### src/rtl/utf8v_pkg.sv
// ----------------------------------------------------------------------------
// utf8v_pkg: shared types and constants for the UTF-8 string validator
// Status codes, byte class masks and the code point admission check.
// ----------------------------------------------------------------------------
package utf8v_pkg;

  localparam int unsigned BYTE_W = 8;
  localparam int unsigned CP_W   = 21;
  localparam int unsigned LEN_W  = 3;
  localparam int unsigned PEND_W = 2;

  typedef enum logic [1:0] {
    ST_VALID     = 2'd0,
    ST_LENGTH    = 2'd1,
    ST_MALFORMED = 2'd2
  } status_t;

  typedef logic [CP_W-1:0]   cp_t;
  typedef logic [LEN_W-1:0]  len_t;
  typedef logic [PEND_W-1:0] pend_t;
  typedef logic [BYTE_W-1:0] byte_t;

  // Sequence lengths
  localparam len_t LEN_1 = 3'd1;
  localparam len_t LEN_2 = 3'd2;
  localparam len_t LEN_3 = 3'd3;
  localparam len_t LEN_4 = 3'd4;

  // Lead and continuation byte values
  localparam byte_t B_ASCII_MAX = 8'h7F;
  localparam byte_t B_C0        = 8'hC0;
  localparam byte_t B_C1        = 8'hC1;
  localparam byte_t B_F4        = 8'hF4;
  localparam byte_t MASK_CONT   = 8'h3F;
  localparam byte_t MASK_LEAD2  = 8'h1F;
  localparam byte_t MASK_LEAD3  = 8'h0F;
  localparam byte_t MASK_LEAD4  = 8'h07;

  // Code point limits
  localparam cp_t CP_SURR_LO  = 21'h00D800;
  localparam cp_t CP_SURR_HI  = 21'h00DFFF;
  localparam cp_t CP_MIN3     = 21'h000800;
  localparam cp_t CP_MIN4     = 21'h010000;
  localparam cp_t CP_MAX      = 21'h10FFFF;
  localparam cp_t CP_NONCH_LO = 21'h00FDD0;
  localparam cp_t CP_NONCH_HI = 21'h00FDEF;
  localparam cp_t CP_C0_MAX   = 21'h00001F;
  localparam cp_t CP_DEL      = 21'h00007F;
  localparam cp_t CP_C1_MAX   = 21'h00009F;
  localparam logic [15:0] CP_LOW_FFFE = 16'hFFFE;
  localparam logic [15:0] CP_LOW_FFFF = 16'hFFFF;

  // True when a finished code point of the given sequence length is allowed.
  function automatic logic point_ok(cp_t cp, len_t len);
    logic ok;
    ok = 1'b1;
    if (cp >= CP_SURR_LO && cp <= CP_SURR_HI) ok = 1'b0;
    if (len == LEN_3 && cp < CP_MIN3) ok = 1'b0;
    if (len == LEN_4 && (cp < CP_MIN4 || cp > CP_MAX)) ok = 1'b0;
    if (cp >= CP_NONCH_LO && cp <= CP_NONCH_HI) ok = 1'b0;
    if (cp[15:0] == CP_LOW_FFFE || cp[15:0] == CP_LOW_FFFF) ok = 1'b0;
    if (cp <= CP_C0_MAX || (cp >= CP_DEL && cp <= CP_C1_MAX)) ok = 1'b0;
    return ok;
  endfunction

endpackage

### src/rtl/utf8_string_validator.sv
// ----------------------------------------------------------------------------
// utf8_string_validator: streaming UTF-8 string checker
// Decodes one byte per transfer and reports one status per string.
// ----------------------------------------------------------------------------
//   The slave side carries the string one byte per transfer; tlast marks
//   the final byte. Each byte is decoded combinationally against the
//   running sequence state, so a byte can be accepted on every clock
//   unless a waiting status is held off by the master side. When the final
//   byte is accepted the status (valid, length over MAX_LEN, or malformed)
//   is loaded into the output register and shown on the master side on the
//   next cycle; throughput is one byte per cycle except for that hold-off,
//   bounded by the per-byte decode loop through the sequence state
//   registers. Bytes that are not last produce no transfer. The output
//   register acts as the stage between the two sides: while a status
//   waits to be taken, s_axis_tready stays high as long as the master
//   side takes it in the same cycle; otherwise the slave side holds off
//   until the status transfer completes. Reset clears all sequence state
//   and drops any pending status. After each final byte the state returns
//   to its reset value, ready for the next string.
// ----------------------------------------------------------------------------
module utf8_string_validator #(
  parameter int unsigned MAX_LEN = 65536
) (
  input  logic       clk,
  input  logic       rst,
  input  logic       s_axis_tvalid,
  output logic       s_axis_tready,
  input  logic [7:0] s_axis_tdata,   // [7:0] data_byte
  input  logic       s_axis_tlast,   // is_last
  output logic       m_axis_tvalid,
  input  logic       m_axis_tready,
  output logic [7:0] m_axis_tdata    // [1:0] status, [7:2] zero
);

  // Byte counter saturates at MAX_LEN + 1
  localparam int unsigned CNT_W = $clog2(MAX_LEN + 2);
  localparam logic [CNT_W-1:0] CNT_LIMIT = CNT_W'(MAX_LEN);
  localparam logic [CNT_W-1:0] CNT_OVER  = CNT_W'(MAX_LEN + 1);

  // Sequence state
  utf8v_pkg::pend_t   pending_cont, pending_cont_next;
  utf8v_pkg::len_t    seq_length, seq_length_next;
  utf8v_pkg::cp_t     code_accum, code_accum_next;
  logic [CNT_W-1:0]   byte_count, byte_count_next;
  logic               error_seen, error_seen_next;
  utf8v_pkg::status_t error_code, error_code_next;

  // Output register
  logic               out_valid;
  utf8v_pkg::status_t out_status, out_status_next;

  // Decode results for the current byte
  utf8v_pkg::pend_t dec_pend;
  utf8v_pkg::len_t  dec_len;
  utf8v_pkg::cp_t   dec_acc;
  logic             dec_bad;
  utf8v_pkg::cp_t   cont_acc;

  logic in_xfer;
  logic out_xfer;
  logic over_len;

  assign s_axis_tready = !out_valid || m_axis_tready;
  assign in_xfer       = s_axis_tvalid && s_axis_tready;
  assign out_xfer      = out_valid && m_axis_tready;
  assign m_axis_tvalid = out_valid;
  assign m_axis_tdata  = {6'b0, out_status};

  // Shift in the six payload bits of a continuation byte
  assign cont_acc = {code_accum[utf8v_pkg::CP_W-7:0], s_axis_tdata[5:0]};

  // Single-byte decode against the running sequence state
  always_comb begin
    dec_pend = pending_cont;
    dec_len  = seq_length;
    dec_acc  = code_accum;
    dec_bad  = 1'b0;
    if (pending_cont == '0) begin
      if (s_axis_tdata == '0) begin
        dec_bad = 1'b1;
      end else if (s_axis_tdata <= utf8v_pkg::B_ASCII_MAX) begin
        dec_len = utf8v_pkg::LEN_1;
        dec_acc = utf8v_pkg::cp_t'(s_axis_tdata);
        dec_bad = !utf8v_pkg::point_ok(utf8v_pkg::cp_t'(s_axis_tdata), utf8v_pkg::LEN_1);
      end else if (s_axis_tdata[7:5] == 3'b110) begin
        if (s_axis_tdata == utf8v_pkg::B_C0 || s_axis_tdata == utf8v_pkg::B_C1) begin
          dec_bad = 1'b1;
        end else begin
          dec_len  = utf8v_pkg::LEN_2;
          dec_pend = 2'd1;
          dec_acc  = utf8v_pkg::cp_t'(s_axis_tdata & utf8v_pkg::MASK_LEAD2);
        end
      end else if (s_axis_tdata[7:4] == 4'b1110) begin
        dec_len  = utf8v_pkg::LEN_3;
        dec_pend = 2'd2;
        dec_acc  = utf8v_pkg::cp_t'(s_axis_tdata & utf8v_pkg::MASK_LEAD3);
      end else if (s_axis_tdata[7:3] == 5'b11110 && s_axis_tdata <= utf8v_pkg::B_F4) begin
        dec_len  = utf8v_pkg::LEN_4;
        dec_pend = 2'd3;
        dec_acc  = utf8v_pkg::cp_t'(s_axis_tdata & utf8v_pkg::MASK_LEAD4);
      end else begin
        // stray continuation, C0/C1 handled above, F5 and up
        dec_bad = 1'b1;
      end
    end else begin
      if (s_axis_tdata[7:6] != 2'b10) begin
        dec_bad = 1'b1;
      end else begin
        dec_acc  = cont_acc;
        dec_pend = pending_cont - 2'd1;
        // sequence completes: check the finished code point
        if (pending_cont == 2'd1 && !utf8v_pkg::point_ok(cont_acc, seq_length)) begin
          dec_bad = 1'b1;
        end
      end
    end
  end

  // Next-state and status formation
  always_comb begin
    byte_count_next   = (byte_count <= CNT_LIMIT) ? byte_count + 1'b1 : byte_count;
    over_len          = (byte_count_next == CNT_OVER);
    pending_cont_next = pending_cont;
    seq_length_next   = seq_length;
    code_accum_next   = code_accum;
    error_seen_next   = error_seen;
    error_code_next   = error_code;
    out_status_next   = utf8v_pkg::ST_VALID;

    if (over_len) begin
      // length error outranks anything already latched
      error_seen_next = 1'b1;
      error_code_next = utf8v_pkg::ST_LENGTH;
    end else if (!error_seen) begin
      pending_cont_next = dec_pend;
      seq_length_next   = dec_len;
      code_accum_next   = dec_acc;
      if (dec_bad) begin
        error_seen_next = 1'b1;
        error_code_next = utf8v_pkg::ST_MALFORMED;
      end
    end

    // Truncated sequence at end of string
    if (!error_seen_next && pending_cont_next != '0) begin
      out_status_next = utf8v_pkg::ST_MALFORMED;
    end else if (error_seen_next) begin
      out_status_next = error_code_next;
    end
  end

  always_ff @(posedge clk) begin
    if (rst) begin
      pending_cont <= '0;
      seq_length   <= '0;
      code_accum   <= '0;
      byte_count   <= '0;
      error_seen   <= 1'b0;
      error_code   <= utf8v_pkg::ST_VALID;
      out_valid    <= 1'b0;
    end else begin
      // a new status replaces the one taken in the same cycle
      if (in_xfer && s_axis_tlast) begin
        out_valid <= 1'b1;
      end else if (out_xfer) begin
        out_valid <= 1'b0;
      end
      if (in_xfer) begin
        if (s_axis_tlast) begin
          // end of string: return to reset state
          pending_cont <= '0;
          seq_length   <= '0;
          code_accum   <= '0;
          byte_count   <= '0;
          error_seen   <= 1'b0;
          error_code   <= utf8v_pkg::ST_VALID;
        end else begin
          pending_cont <= pending_cont_next;
          seq_length   <= seq_length_next;
          code_accum   <= code_accum_next;
          byte_count   <= byte_count_next;
          error_seen   <= error_seen_next;
          error_code   <= error_code_next;
        end
      end
    end
  end

  // Status payload needs no reset
  always_ff @(posedge clk) begin
    if (in_xfer && s_axis_tlast) begin
      out_status <= out_status_next;
    end
  end

  // --------------------------------------------------------------------------
  // Assertions
  // --------------------------------------------------------------------------
  a_last_gives_status : assert property (@(posedge clk) disable iff (rst)
    (in_xfer && s_axis_tlast) |=> m_axis_tvalid)
    else $error("final byte accepted but no status presented");

  a_mid_no_status : assert property (@(posedge clk) disable iff (rst)
    (in_xfer && !s_axis_tlast && (!out_valid || m_axis_tready)) |=> !m_axis_tvalid)
    else $error("status presented for a byte that is not last");

  a_count_bound : assert property (@(posedge clk) disable iff (rst)
    byte_count <= CNT_OVER)
    else $error("byte counter passed its saturation value");

  a_pend_in_seq : assert property (@(posedge clk) disable iff (rst)
    (!error_seen && pending_cont != '0) |-> (seq_length > utf8v_pkg::len_t'(pending_cont)))
    else $error("pending continuation count exceeds sequence length");

  a_status_code : assert property (@(posedge clk) disable iff (rst)
    m_axis_tvalid |-> (m_axis_tdata[1:0] != 2'd3 && m_axis_tdata[7:2] == 6'd0))
    else $error("status transfer carries an undefined code");

endmodule

### config.mk
export PLATFORM = sky130hd
export DESIGN_NAME = utf8_string_validator
export DESIGN_NICKNAME = d
export VERILOG_FILES = /design/src/rtl/utf8v_pkg.sv /design/src/rtl/utf8_string_validator.sv
export SDC_FILE = /design/constraint.sdc
export NUM_CORES = 1
export LEC_CHECK = 0
export BUFFER_PORTS_ARGS = -buffer_cell sky130_fd_sc_hd__clkbuf_2
export CORE_MARGIN = 5
export CORE_UTILIZATION = 35
export DETAILED_ROUTE_END_ITERATION = 10
export PLACE_DENSITY_LB_ADDON = 0.1
export SYNTH_ARGS = -nofsm -noshare
export SYNTH_HDL_FRONTEND = slang
export SYNTH_SLANG_ARGS = --single-unit
### constraint.sdc
create_clock -name clk -period 3.7 [get_ports clk]
set_clock_uncertainty 0.1 [all_clocks]
set_input_delay 0.37 -clock clk [delete_from_list [all_inputs] [get_ports clk]]
set_output_delay 0.37 -clock clk [all_outputs]
set_load 0.01 [all_outputs]
# After elaboration in Yosys (flattened, before gate mapping)
# Index checks and enable logic that the tools add are counted.
[totals] elab_cells=145 reg_bits=43 output_inout_bits=10 input_bits=13
[classes] n_lt_le_gt_ge=16 n_addsub=2 mux=66 n_reduce_logical=31 n_bitwise=1 eq_ne=20
[ops] operator="15-bit two-way mux" count=11
[ops] operator="21-bit by 16-bit >= comparator with 1-bit output (second input constant)" count=2
[ops] operator="21-bit by 16-bit less-or-equal comparator with 1-bit output (second input constant)" count=2
[ops] operator="17-bit two-way mux" count=2
[ops] operator="16-bit equality test (second input constant)" count=2
[ops] operator="2-bit two-way mux" count=16
[ops] operator="3-bit two-way mux" count=10
[ops] operator="1-bit two-way mux" count=27
[ops] operator="21-bit by 7-bit >= comparator with 1-bit output (second input constant)" count=1
[ops] operator="21-bit > comparator (second input constant)" count=1
[ops] operator="21-bit by 5-bit less-or-equal comparator with 1-bit output (second input constant)" count=1
[ops] operator="21-bit by 8-bit less-or-equal comparator with 1-bit output (second input constant)" count=1
[ops] operator="21-bit by 12-bit less-than comparator with 1-bit output (second input constant)" count=1
[ops] operator="21-bit by 17-bit less-than comparator with 1-bit output (second input constant)" count=1
[ops] operator="17-bit by 1-bit adder with 17-bit output (second input constant)" count=1
[ops] operator="17-bit equality test (second input constant)" count=1
[ops] operator="17-bit less-or-equal comparator (second input constant)" count=1
[ops] operator="8-bit equality test (second input constant)" count=2
[ops] operator="8-bit less-or-equal comparator (second input constant)" count=2
[ops] operator="7-bit AND reduction" count=2
[ops] operator="1-bit logical AND" count=12
[ops] operator="8-bit by 7-bit >= comparator with 1-bit output (second input constant)" count=1
[ops] operator="8-bit by 5-bit less-or-equal comparator with 1-bit output (second input constant)" count=1
[ops] operator="8-bit by 7-bit less-or-equal comparator with 1-bit output (second input constant)" count=1
[ops] operator="other kinds (19)" count=34

# Logic depth before layout (Yosys ltp)
# Gate-level depths: netlist of the first run.
[logic_depth] depth_word=21 depth_mapped=12 ltp_nobuf=10

# Least setup slack after synthesis of the first run
# OpenSTA, ideal clock, no wires.
[synth_path] path_type="reg2reg" start="register byte_count[0]" end="register pending_cont[0]" stages_incl_launch_ff=11 t_required_ns=3.513 setup_slack_ns=0.778 path_buffers=1 arrival_ns=2.735 setup_time_ns=0.087 period_less_slack_ns=2.922 cell_sequence="dfxtp_1 clkbuf_1 inv_1 ha_1 or3_1 or3_1 a21boi_2 o211ai_1 or4b_1 a211o_1 o31ai_1"
[synth_between] elab_chain_len=5 elab_cells_between_ends=6 cone_classes="add/sub (1); order compare (1); eq/ne (1); mux (3)"
[synth_rtl] item="start, declared" line_no="utf8_string_validator.sv:44" rtl="logic [CNT_W-1:0] byte_count, byte_count_next;"
[synth_rtl] item="start signal, assigned" line_no="utf8_string_validator.sv:181" rtl="byte_count <= byte_count_next;"
[synth_rtl] item="17-bit by 1-bit adder with 17-bit output or 17-bit less-or-equal comparator (tied branches)" line_no="utf8_string_validator.sv:121" rtl="byte_count_next = (byte_count <= CNT_LIMIT) ? byte_count + 1'b1 : byte_count;"
[synth_rtl] item="17-bit two-way mux *" line_no="utf8_string_validator.sv:121"
[synth_rtl] item="17-bit equality test *" line_no="utf8_string_validator.sv:122" rtl="over_len = (byte_count_next == CNT_OVER);"
[synth_rtl] item="2-bit two-way mux *" line_no="utf8_string_validator.sv:130" rtl="if (over_len) begin"
[synth_rtl] item="2-bit two-way mux *" line_no="utf8_string_validator.sv:169" rtl="if (s_axis_tlast) begin"
[synth_rtl] item="end signal, assigned" line_no="utf8_string_validator.sv:178" rtl="pending_cont <= pending_cont_next;"
[synth_rtl] item="end, declared" line_no="utf8_string_validator.sv:41" rtl="utf8v_pkg::pend_t pending_cont, pending_cont_next;"
# Mark *: on every way between the ends. The rest lies on a longest branch, timed or not.
# A chain may end at the register's enable or synchronous reset.

# Worst setup path in the final report of the first run
[layout_path] start="register byte_count[0]" end="register code_accum[5]"
[layout_between] elab_chain_len=5 elab_cells_between_ends=6 cone_classes="add/sub (1); order compare (1); eq/ne (2); mux (1); reduce/logical (1)"
[layout_rtl] item="17-bit by 1-bit adder with 17-bit output or 17-bit less-or-equal comparator (tied branches)" line_no="utf8_string_validator.sv:121"
[layout_rtl] item="17-bit two-way mux *" line_no="utf8_string_validator.sv:121"
[layout_rtl] item="17-bit equality test *" line_no="utf8_string_validator.sv:122"
[layout_rtl] item="2-bit != test (no source line) *"
[layout_rtl] item="7-bit AND reduction (no source line) *"
[layout_rtl] item="end signal, assigned" line_no="utf8_string_validator.sv:180" rtl="code_accum <= code_accum_next;"
[layout_rtl] item="end, declared" line_no="utf8_string_validator.sv:43" rtl="utf8v_pkg::cp_t code_accum, code_accum_next;"
# Marks and branches as above.

==> results of run 1 <==
==> final cells by class <==
| type | instances | area, um2 |
|---|---|---|
| clock buffer | 5 | 68.8 |
| clock inverter | 3 | 22.5 |
| fill | 923 | 5350 |
| inverter | 15 | 56.3 |
| multi-input combinational | 302 | 1970 |
| sequential | 43 | 881 |
| tap | 108 | 135 |
| timing repair buffer | 20 | 110 |
==> cell usage in the layout, fill, tap and decap left out, types with 7 or more instances in the layout <==
master	n
dfxtp_1	41
mux2i_1	8
o21ai_0	21
nor3_1	11
nand2_1	47
clkbuf_2	16
nand4_1	8
or3_1	10
nor2_1	34
inv_1	15
nand3_1	11
a22oi_1	7
a21oi_1	28
==> layer usage <==
metal  global-route usage  vias up
li1                     -     1421
met2                0.242       48
met3               0.0248        8
met5                    0        -
met1                0.258     1336
met4               0.0428        0
==> worst max path at each step <==
| stage | slack [ns] | cells after the start | end | from |
|---|---|---|---|---|
| after global placement | 0.45 | 9 | code_accum[4]$_SDFFE_PP0P_ | byte_count[0]$_SDFFE_PP0P_ |
| after floorplan | 0.78 | 10 | pending_cont[0]$_SDFFE_PP0P_ | byte_count[0]$_SDFFE_PP0P_ |
| final | 0.36 | 9 | code_accum[5]$_SDFFE_PP0P_ | byte_count[0]$_SDFFE_PP0P_ |
| after CTS | 0.35 | 9 | code_accum[5]$_SDFFE_PP0P_ | byte_count[0]$_SDFFE_PP0P_ |
| after global routing | 0.12 | 9 | code_accum[5]$_SDFFE_PP0P_ | byte_count[0]$_SDFFE_PP0P_ |
| after detailed placement | 0.38 | 9 | code_accum[5]$_SDFFE_PP0P_ | byte_count[0]$_SDFFE_PP0P_ |
==> power groups by stage <==
stage | clock (mW) | sequential (mW) | combinational [mW]
after global placement | 0 | 0.502 | 0.162
after global routing | 0.363 | 0.495 | 0.178
after detailed placement | 0 | 0.503 | 0.160
after floorplan | 0 | 0.499 | 0.121
final | 0.334 | 0.492 | 0.159
after CTS | 0.345 | 0.492 | 0.160
==> registers in the layout, summed over array words and instances, names as in the netlist <==
name / count
code_accum: 15
error_seen: 1
seq_length: 3
error_code: 2
m_axis_tvalid: 1
pending_cont: 2
out_status: 2
byte_count: 17
==> critical path, cell delays in order (launching register included) <==
cell      delay [ns]
dfxtp_1         0.51
ha_1            0.38
nand4_4         0.19
nor4_4          0.37
and3_1          0.31
and3_1          0.23
a211oi_4        0.10
nor4_4          0.60
nor3_4          0.15
a32o_1          0.29
==> per-stage QoR <==
stage,instances,setup WS (ns),util
after global placement,488,0.451,0.367
after detailed placement,488,0.384,0.367
after CTS,496,0.349,0.377
after global routing,496,0.120,0.377
after floorplan,392,0.778,-
final,496,0.361,0.377
==> cells by family (layout without fill, tap and decap cells) <==
kind of cell / count (synthesis) / count (layout) / share of synthesized area
AO/OA/AOI/OAI: 109 / 109 / 0.251
adder cells (fa/ha/maj): 4 / 4 / 0.0164
multiplexers: 10 / 10 / 0.0373
buffers and inverters: 47 / 43 / 0.0733
XOR/XNOR: 6 / 6 / 0.0172
other: 1 / 6 / 0.00123
flip-flops: 43 / 43 / 0.288
AND/OR/NAND/NOR: 167 / 167 / 0.316
==> results.py, run 1 <==
metrics = {
    "routing": {
        "first_iter_violations": 155,
        "drtAntennaViolNets": 0,
        "drtPass1Iterations": 4,
        "wl_met2_um": 3570,
        "wl_met1_um": 4510,
        "dr_wl_met3_um": 308,
        "vias_per_cell": 5.67,
        "drt-total-wl_um": 8490,
        "routedWlPerCell_um": 17.1,
        "highest_layer": "met4",
        "via_count": 2813,
        "drc_errors": 0,
    },
    "sta": {
        "slew_viol_final": 0,
        "worst_pin_slew_ns": 0.830,
        "max_freq_mhz": 300,
        "hold_viol": 0,
        "rsz0062_at_grt": "false",
        "setup_viol": 0,
        "whs_ns": 0.222,
        "period_needed_ns": 3.34,
        "period_share": 0.902,
        "tns_ns": 0,
        "slew_headroom": 0.443,
    },
    "synth": {
        "synthTopCellsByArea": "dfxtp_1 (27%), nand2_1 (5.8%), a21oi_1 (4.6%)",
        "synth_seq_cells": 43,
        "yosysTopAreaCell": "dfxtp_1",
        "yosys-top-cells-count": "nand2_1 (47), dfxtp_1 (41), nor2_1 (34), a21oi_1 (28), o21ai_0 (21)",
        "synth.avg_cell_area_um2": 7.90,
        "synthFlopType": "dfxtp_1",
        "yosysSeqAreaShare": 0.288,
        "yosysWarnings": 0,
        "ys_types": 75,
        "netlist.area_leader.share": 0.269,
        "yosysMostFrequentCell": "nand2_1",
        "synthArstFlopShare": 0,
        "synth_edf_count": 2,
        "syn-cell-area_mm2": 0.00306,
        "syn_inst": 387,
    },
    "place": {
        "post_dp_cell_area_mm2": 0.00315,
        "port_buffers": 16,
        "finalWeightedCongestion": 0.847,
        "hpwl_um": 6200,
    },
    "clocking": {
        "cts_resized": 0,
        "cts_num_sinks": 43,
        "clock_latency_ns": 0.31,
        "cts_buffers": 5,
        "cts_tree": "yes",
        "cts_hold_buf": 0,
        "htree_num_levels": 2,
        "postCtsSetupRepairBufs": 0,
        "cts.path.max_buffers": 2,
        "cts-root-buf": "clkbuf_8",
        "cts.clk_slew.worst_paths_ns": 0.10,
    },
    "final_layout": {
        "area_growth_pct": 6.14,
        "nets": 404,
        "n_antenna_cell": 0,
        "drive_above_1_share": 0.137,
        "final_area_mm2": 0.00324,
    },
    "worst_setup_path": {
        "arrival_ns": 3.44,
        "path_class": "reg -> reg",
        "critical_path.endpoint_type": "flip-flop",
        "start_kind": "flip-flop",
        "cp.required_ns": 3.80,
        "worst_r2r_endpoint": "code_accum[5]$_SDFFE_PP0P_",
        "r2r_start": "byte_count[0]$_SDFFE_PP0P_",
        "crit_fanout": 10,
        "reg2reg_slack_ns": 0.36,
        "worstRegToRegCells": 9,
    },
    "min_path": {
        "hold_depth": 2,
        "holdPathEnd": "code_accum[0]$_SDFFE_PP0P_",
        "hold_class": "in -> reg",
        "hp-start": "s_axis_tdata[0]",
    },
    "run_status": {
        "status": "finished clean",
    },
    "power_and_ir_drop": {
        "vdd_drop_max_v": 0.000126,
        "total_power_uw": 985,
        "p_per_area_mw_per_mm2": 304,
        "switching_share": 0.318,
        "clkPwrFrac": 0.339,
        "switchingPower_uw": 314,
        "internal_power_uw": 672,
        "p_comb_frac": 0.162,
        "p_leak_nw": 1.15,
        "p_seq_frac": 0.500,
    },
    "floorplan": {
        "ios": 23,
        "die_h_um": 103,
        "initial_core_util": 0.356,
        "core-area_mm2": 0.00859,
        "die_w_um": 103,
        "die_area_mm2": 0.0107,
        "rows": 34,
    },
    "grt": {
        "grt_max_degree": 25,
        "gr-total-overflow": 0,
        "antenna_found_initial": 0,
        "grtUsageTotal": 0.167,
        "grt_pass1_wl_um": 14100,
        "grt_pass1_vias": 2672,
    },
    "job": {
        "maxCapViolations": 0,
    },
}
Note: power is estimated with default switching activity, not from simulation.
==> run 2: changes to the inputs <==
--- a/config.mk
+++ b/config.mk
@@ -5,7 +5,11 @@
 export SDC_FILE = /design/constraint.sdc
 export NUM_CORES = 1
 export LEC_CHECK = 0
+export ABC_AREA = 0
 export BUFFER_PORTS_ARGS = -buffer_cell sky130_fd_sc_hd__clkbuf_2
+export CAP_MARGIN = 0
+export CELL_PAD_IN_SITES_DETAIL_PLACEMENT = 1
+export CELL_PAD_IN_SITES_GLOBAL_PLACEMENT = 1
 export CORE_MARGIN = 5
 export CORE_UTILIZATION = 35
 export DETAILED_ROUTE_END_ITERATION = 10
==> run 2 against run 1 <==
Via count rose by 0.53%. Sequential cell count did not move. Cell count rose by 0.20%. Worst setup slack improved by 0.040 ns. Critical path type unchanged. Largest cell class unchanged.
==> results.py, run 2 (same netlist as run 1, synthesis figures left out) <==
metrics = {
    "clocking": {
        "cts.path.max_buffers": 2,
        "cts_hold_buf": 0,
        "postCtsSetupRepairBufs": 0,
        "cts-root-buf": "clkbuf_8",
        "cts_buffers": 5,
        "cts.clk_slew.worst_paths_ns": 0.09,
        "cts_tree": "yes",
        "htree_num_levels": 2,
        "clock_latency_ns": 0.29,
        "cts_num_sinks": 43,
        "cts_resized": 0,
    },
    "routing": {
        "wl_met1_um": 4370,
        "wl_met2_um": 4320,
        "via_count": 2828,
        "highest_layer": "met4",
        "dr_wl_met3_um": 139,
        "routedWlPerCell_um": 17.8,
        "first_iter_violations": 44,
        "drc_errors": 0,
        "vias_per_cell": 5.69,
        "drtPass1Iterations": 4,
        "drt-total-wl_um": 8870,
        "drtAntennaViolNets": 0,
    },
    "place": {
        "port_buffers": 16,
        "hpwl_um": 6740,
        "finalWeightedCongestion": 0.817,
        "post_dp_cell_area_mm2": 0.00316,
    },
    "final_layout": {
        "largest_register_ffs": 17,
        "area.sequential_um2": 881,
        "multi_input_area_mm2": 0.00197,
        "nets": 405,
        "top_register": "byte_count",
        "largestRegisters": "byte_count x17, code_accum x15, seq_length x3",
        "n_antenna_cell": 0,
        "final_cell_mix": "nand2_1 (47), dfxtp_1 (41), nor2_1 (34)",
        "final_area_mm2": 0.00324,
        "drive_above_1_share": 0.136,
        "area_growth_pct": 6.18,
        "final_common_cell": "nand2_1",
        "utilization": 0.378,
        "fillers": 1085,
    },
    "run_status": {
        "status": "finished clean",
    },
    "grt": {
        "grt_pass1_wl_um": 14800,
        "grtUsageTotal": 0.174,
        "gr-total-overflow": 0,
        "grt_max_degree": 25,
        "grt_pass1_vias": 2920,
        "antenna_found_initial": 0,
    },
    "sta": {
        "max_freq_mhz": 303,
        "setup_viol": 0,
        "slew_viol_final": 0,
        "hold_viol": 0,
        "period_share": 0.891,
        "rsz0062_at_grt": "false",
        "period_needed_ns": 3.30,
        "tns_ns": 0,
        "worst_pin_slew_ns": 0.898,
        "slew_headroom": 0.397,
    },
    "worst_setup_path": {
        "cp.required_ns": 3.84,
        "start_kind": "flip-flop",
        "arrival_ns": 3.44,
        "reg2reg_slack_ns": 0.40,
        "critical_path.endpoint_type": "flip-flop",
        "path_class": "reg -> reg",
        "crit_fanout": 10,
    },
    "power_and_ir_drop": {
        "vdd_drop_max_v": 0.000135,
        "p_leak_nw": 1.15,
        "p_per_area_mw_per_mm2": 295,
    },
    "floorplan": {
        "core-area_mm2": 0.00859,
        "die_w_um": 103,
        "die_area_mm2": 0.0107,
        "rows": 34,
        "ios": 23,
        "initial_core_util": 0.356,
        "die_h_um": 103,
    },
    "min_path": {
        "hold_class": "in -> reg",
    },
    "job": {
        "maxCapViolations": 0,
    },
}
## run 2: per-stage QoR
step | instances | setup WS [ns] | power (mW) | hold WS (ns)
2_1_floorplan | 392 | 0.778 | 0.620 | 0.329
3_3_place_gp | 489 | 0.499 | 0.665 | 0.339
3_5_place_dp | 489 | 0.449 | 0.665 | 0.349
4_1_cts | 497 | 0.405 | 0.979 | 0.232
5_1_grt | 497 | 0.202 | 1.01 | 0.238
6_report | 497 | 0.402 | 0.957 | 0.234
## run 2: report_power, final
group	internal [mW]	total (mW)	switching, mW
sequential	0.478	0.492	0.0140
combinational	0.0575	0.160	0.103
clock	0.132	0.304	0.172
## run 2: worst paths after layout
kind                                    start                     endpoint  depth (start not counted)
setup reg to reg   byte_count[0]$_SDFFE_PP0P_   code_accum[3]$_SDFFE_PP0P_                         11
hold reg to reg   code_accum[13]$_SDFFE_PP0P_  code_accum[13]$_SDFFE_PP0P_                          2
setup / recovery   byte_count[0]$_SDFFE_PP0P_   code_accum[3]$_SDFFE_PP0P_                         11
hold / removal                s_axis_tdata[2]   code_accum[2]$_SDFFE_PP0P_                          2
## run 2: per-layer routing
layer	track usage	vias to the layer above
met4	0.0279	0
li1	-	1419
met1	0.230	1387
met5	0	-
met2	0.308	20
met3	0.0215	2
## run 2: layout make-up
class,count,area share
clock buffer,6,0.0224
inverter,15,0.0174
tap,108,0.0417
clock inverter,2,0.00386
timing repair buffer,21,0.0363
multi-input combinational,302,0.607
sequential,43,0.272
## run 2: critical path: stages, from the launching register on
cell     delay [ns]
dfxtp_1        0.41
inv_1          0.10
ha_1           0.15
nor4b_2        0.21
nand4_1        0.25
o21ai_1        0.54
nand2_1        0.20
xnor2_1        0.47
nor4_4         0.08
buf_4          0.19
nor3_4         0.33
a32o_1         0.22
